$ cat config.mk
export PLATFORM = sky130hd
export DESIGN_NAME = aoit_ctrl
export DESIGN_NICKNAME = d
export VERILOG_FILES = /design/src/rtl/aoit_pkg.sv /design/src/rtl/aoit_ctrl.sv
export SDC_FILE = /design/constraint.sdc
export NUM_CORES = 1
export LEC_CHECK = 0
export ABC_CLOCK_PERIOD_IN_PS = 1400
export BUFFER_PORTS_ARGS = -buffer_cell sky130_fd_sc_hd__buf_2
export CAP_MARGIN = 0
export CORE_AREA = 2 2 39 41
export DETAILED_ROUTE_END_ITERATION = 10
export DIE_AREA = 0 0 41 43
export GPL_TIMING_DRIVEN = 1
export PLACE_DENSITY = 0.3
export SLEW_MARGIN = 20
export SYNTH_ARGS = -nofsm -noshare
export SYNTH_HDL_FRONTEND = slang
export SYNTH_SLANG_ARGS = --single-unit
$ cat constraint.sdc
create_clock -name clk -period 1.4 [get_ports clk]
set_clock_uncertainty 0.1 [all_clocks]
set_input_delay 0.35 -clock clk [delete_from_list [all_inputs] [get_ports clk]]
set_output_delay 0.35 -clock clk [all_outputs]
set_load 0.01 [all_outputs]
$ cat src/rtl/aoit_pkg.sv
// Shared types and constants of the AXI outstanding ID tracker.
`timescale 1ns / 1ps

package aoit_pkg;

  localparam int ACTION_W            = 3;
  localparam int TXN_ID_W            = 8;
  localparam int DATA_W              = 64;
  localparam int CAP_W               = 5;
  localparam int CAP_RESET           = 16;
  localparam int MAX_OUTSTANDING_DEF = 16;
  localparam int ID_BITS_DEF         = 8;

  typedef enum logic [ACTION_W-1:0] {
    ACT_ISSUE_WR  = 3'd0,
    ACT_ISSUE_RD  = 3'd1,
    ACT_CMPL_WR   = 3'd2,
    ACT_READ_BEAT = 3'd3,
    ACT_LOOKUP    = 3'd4,
    ACT_CLEAR     = 3'd5
  } action_t;

  typedef enum logic [1:0] {
    ST_SWEEP,
    ST_IDLE,
    ST_EXEC
  } state_t;

  // controller -> datapath
  typedef struct packed {
    logic capture;  // latch the incoming word
    logic exec;     // apply the latched word and load the result register
    logic sweep;    // write one zero entry of the data store
  } ctrl_cmd_t;

  // datapath -> controller
  typedef struct packed {
    logic out_free;    // result register can take a new word this cycle
    logic is_clear;    // latched word is a clear
    logic sweep_last;  // sweep address at the last entry
  } dp_stat_t;

endpackage

$ cat src/rtl/aoit_ctrl.sv
// Sequencing state machine of the tracker: sweep, accept, execute.
`timescale 1ns / 1ps

module aoit_ctrl (
  input  logic                clk,
  input  logic                rst,
  input  logic                in_valid,
  input  aoit_pkg::dp_stat_t  stat,
  output logic                in_stall,
  output aoit_pkg::ctrl_cmd_t cmd
);

  aoit_pkg::state_t state, state_next;

  always_ff @(posedge clk) begin
    if (rst) begin
      state <= aoit_pkg::ST_SWEEP;
    end else begin
      state <= state_next;
    end
  end

  always_comb begin
    state_next = state;
    unique case (state)
      aoit_pkg::ST_SWEEP: begin
        if (stat.sweep_last) state_next = aoit_pkg::ST_IDLE;
      end
      aoit_pkg::ST_IDLE: begin
        if (in_valid) state_next = aoit_pkg::ST_EXEC;
      end
      aoit_pkg::ST_EXEC: begin
        if (stat.out_free) begin
          state_next = stat.is_clear ? aoit_pkg::ST_SWEEP : aoit_pkg::ST_IDLE;
        end
      end
      default: state_next = aoit_pkg::ST_SWEEP;
    endcase
  end

  always_comb begin
    in_stall    = 1'b1;
    cmd.capture = 1'b0;
    cmd.exec    = 1'b0;
    cmd.sweep   = 1'b0;
    unique case (state)
      aoit_pkg::ST_SWEEP: cmd.sweep = 1'b1;
      aoit_pkg::ST_IDLE: begin
        in_stall    = 1'b0;
        cmd.capture = in_valid;
      end
      aoit_pkg::ST_EXEC: cmd.exec = stat.out_free;
      default: ;
    endcase
  end

`ifndef SYNTH
  // a clear always leads into a sweep of the data store
  a_clear_sweeps: assert property (@(posedge clk) disable iff (rst)
    (cmd.exec && stat.is_clear) |=> (state == aoit_pkg::ST_SWEEP))
    else $error("clear did not start a sweep");
  // every captured word is executed in the following state
  a_capture_exec: assert property (@(posedge clk) disable iff (rst)
    cmd.capture |=> (state == aoit_pkg::ST_EXEC))
    else $error("captured word not taken to execute");
`endif

endmodule

# --- Word level (Yosys, flattened, before mapping) ---
# Cells that the tools add are included.
op_classes:
  n_addsub: 0
  n_mul: 0
  div: 0
  n_lt_le_gt_ge: 0
  eq_ne: 5
  shifts: 0
  mux: 9
  bitwise: 0
  n_reduce_logical: 2
op_table:
  columns: ["op", "n"]
  rows:
  - ["$mux W2", 3]
  - ["$ne A2 B2 Y1 const B", 3]
  - ["$pmux W2 S3", 1]
  - ["$mux W1", 5]
  - ["$reduce_and A3 Y1", 1]
  - ["$eq A2 B1 Y1 const B", 1]
  - ["$eq A2 B2 Y1 const B", 1]
  - ["$logic_not A2 Y1", 1]
word_totals:
  ff_bits: 2
  latchBits: 0
  mem_bits_rw: 0
  romBits: 0
  inputBits: 6
  out_inout_bits: 4
  wordCells: 17
  mem_count: 0

# --- Logic depth before layout (Yosys ltp) ---
logic_depth:
  word_depth: 3
  ltp_mapped: 2
  ltp_nobuf: 2

# --- Worst setup path after synthesis ---
# Ideal clock, no wire load.
synth_timing:
  kind: "register -> output"
  start: "register state[0]"
  end: "output port cmd[1] in the netlist's numbering"
  t_arrival_ps: 621
  required_ps: 950
  path_slack_ps: 329
  stages_incl_launch_ff: 2
  n_path_buf: 0
  cell_sequence: "dfxtp_1 and3b_2"
synth_lines:
  columns: ["element", "line_no", "source"]
  rows:
  - ["start, declared", "aoit_ctrl.sv:13", "aoit_pkg::state_t state, state_next;"]
  - ["start signal, assigned", "aoit_ctrl.sv:17", "state <= aoit_pkg::ST_SWEEP;"]
  - ["start signal, assigned", "aoit_ctrl.sv:19", "state <= state_next;"]
  - ["end, declared", "aoit_ctrl.sv:10", "output aoit_pkg::ctrl_cmd_t cmd"]

==> impl_metrics.toml <==
[finish]
largest_reg_flops = 2
area_growth_pct = 89.8
drive_above_1_share_pct = 60.0
final_nets = 33
num_antenna_cells = 0
area.sequential_um2 = 45.0
regMostFlops = "state"
reg_top3 = "state: 2 flops"
design_area_um2 = 209
multiInputGateArea_um2 = 66.3
n_fill_cell = 157

[hold_path]
hp-class = "primary input to flip-flop"
min_path_cells = 2
min_from = "rst"
holdPathEnd = "state[1]"

[cts]
clk_path_buf_depth = 2
clockRootBuffer = "clkbuf_4"
clock-sinks = 2
clock_latency_ns = 0.22
holdBufCountCts = 0
htreeDepth = 1
path_clk_slew_ns = 0.03
cts-buffers-inserted = 3
cts_tree = "done"

[synth]
yosys-top-cells-area = "dfxtp_1 (36%), nor2_1 (10%), and3b_2 (9.1%)"
ys_seq_area_share_pct = 36.4
synth_area_per_cell_um2 = 8.47
netlist-cell-type-count = 10
ys_ff_latch = 2
syn-cell-area_um2 = 110
synthCells = 13
synth_largest_area_cell = "dfxtp_1"
synth_nets = 19
yosysWarnings = 0
synth_top_area_share_pct = 36.4

[grt]
globalRouteOverflowTotal = 0
grtUsageTotal_pct = 4.60
grt_pass1_vias = 115
grt_pass1_wl_um = 469
grt_max_degree = 8
grt_antenna_before_repair = 0

[setup_path]
worstPathArrival_ns = 0.93
path_class = "flip-flop to output pin"
critPathRequiredTime_ns = 0.95
start_kind = "flip-flop"
crit_start = "state[0]"
worstReg2RegStart = "state[0]"
reg2reg_depth = 2
rrSetupSlack_ns = 0.37
cp_max_fo = 7
rr_endpoint = "state[1]"
cp-end-kind = "output pin"

[timing]
fmax_mhz = 727
min_period_over_period_pct = 98.3
hold_viol = 0
setup_ws_ns = 0.0242
setup_viol = 0
slew_violations = 0
period_minus_slack_ns = 1.38
tightest_slew_ns = 0.105
rsz0062_at_grt = "yes"
maxSlewHeadroom_pct = 93.0

[drt]
wl_um = 332
dr.pass1.iters = 1
avgRoutedWirePerCell_um = 8.10
drc = 0
drt.antenna.violating_nets = 0
routed_via_density = 3.39
drt_iter0_drc = 0
vias = 139

[power_and_ir_drop]
vdd_ir_drop_max_mv = 0.441
power.leakage_nw = 0.102
pwr_density_cell_nw_per_um2 = 1130
power_frac_clock_pct = 55.1
p_sw_share_pct = 24.7
p_comb_share_pct = 15.8
p_int_mw = 0.178
pwr-share-seq_pct = 29.1
p_sw_mw = 0.0584

[placement]
portBuffers = 9
globalplace.congestion = 0.517
place_area_um2 = 175
dp_slack_ns = 0.169

[floorplan]
chipHeight_um = 43
die_x_um = 41
pin_count = 10
dieArea_um2 = 1760
core.rowCount = 14
start_util_pct = 7.96
coreArea_um2 = 1380

[job]
drv_cap = 0

[status]
status = "finished, final reports clean"
cell families after synthesis:
family / Yosys count / share of synthesized area [%]
AO/OA/AOI/OAI: 3 / 20.5
AND/OR/NAND/NOR: 7 / 39.8
buffers and inverters: 1 / 3.41
flip-flops: 2 / 36.4
cell usage after synthesis (all sizes together):
library cell and number:
nor2 3, nand2b 1, nand3b 1, dfxtp 2, o2bb2ai 1, a21oi 1
a211o 1, inv 1, and3b 1, or3b 1
critical path, stage by stage (launching register included):
cell	delay [ns]
dfxtp_4	0.36
and3b_2	0.22
buf_6	0.12
through the flow:
| step | power (mW) | hold slack [ns] | TNS (ns) | utilization [%] | std cells |
|---|---|---|---|---|---|
| after floorplan | 0.0857 | 0.319 | 0 | - | 13 |
| after global placement | 0.104 | 0.451 | 0 | 12.7 | 38 |
| after detailed placement | 0.106 | 0.457 | 0 | 12.7 | 38 |
| after CTS | 0.240 | 0.216 | 0 | 14.6 | 41 |
| after global routing | 0.252 | 0.215 | -0.0383 | 15.1 | 41 |
| final | 0.236 | 0.213 | 0 | 15.1 | 41 |
timing repair:
item                                    CTS  global route
buffers inserted                          0             0
endpoints found under the setup margin    2             2
resized for setup                         2             2
layout by cell type (no fill, tap or decap):
cell type / count
nand3b_1: 1
and3b_2: 1
a21oi_1: 1
or3b_1: 1
o2bb2ai_1: 1
a211o_1: 1
dfxtp_2: 1
nor2_1: 3
inv_1: 1
buf_2: 8
dfxtp_4: 1
buf_6: 1
clkbuf_4: 3
nand2b_1: 1
routing by layer:
metal	up-vias	part of all wire, %	track usage (%)
met5	-	0	0
met4	0	0	0
met3	0	26	7.85
met2	13	26	3.13
met1	55	48	6.69
li1	71	-	-
power by group through the flow:
stage          combinational, mW  clock [mW]  sequential [mW]
6_report                  0.0373       0.130           0.0686
3_5_place_dp              0.0371           0           0.0686
3_3_place_gp              0.0360           0           0.0684
5_1_grt                   0.0419       0.140           0.0698
2_1_floorplan             0.0185           0           0.0672
4_1_cts                   0.0372       0.135           0.0681
layout make-up:
type	count	area share, %
clock buffers	3	10.8
multi-input cells	10	31.7
well taps	16	9.58
inverters	1	1.80
repair buffers	9	24.6
flip-flops and latches	2	21.6
how the worst max path moves through the flow:
| stage | end | slack (ns) | cells after the start |
|---|---|---|---|
| 2_1_floorplan | cmd[1] | 0.33 | 1 |
| 3_3_place_gp | cmd[1] | 0.17 | 3 |
| 3_5_place_dp | cmd[1] | 0.17 | 3 |
| 4_1_cts | cmd[1] | 0.005 | 2 |
| 5_1_grt | cmd[2] | -0.03 | 3 |
| 6_report | cmd[1] | 0.02 | 2 |
(Power assumes the default switching activity.)
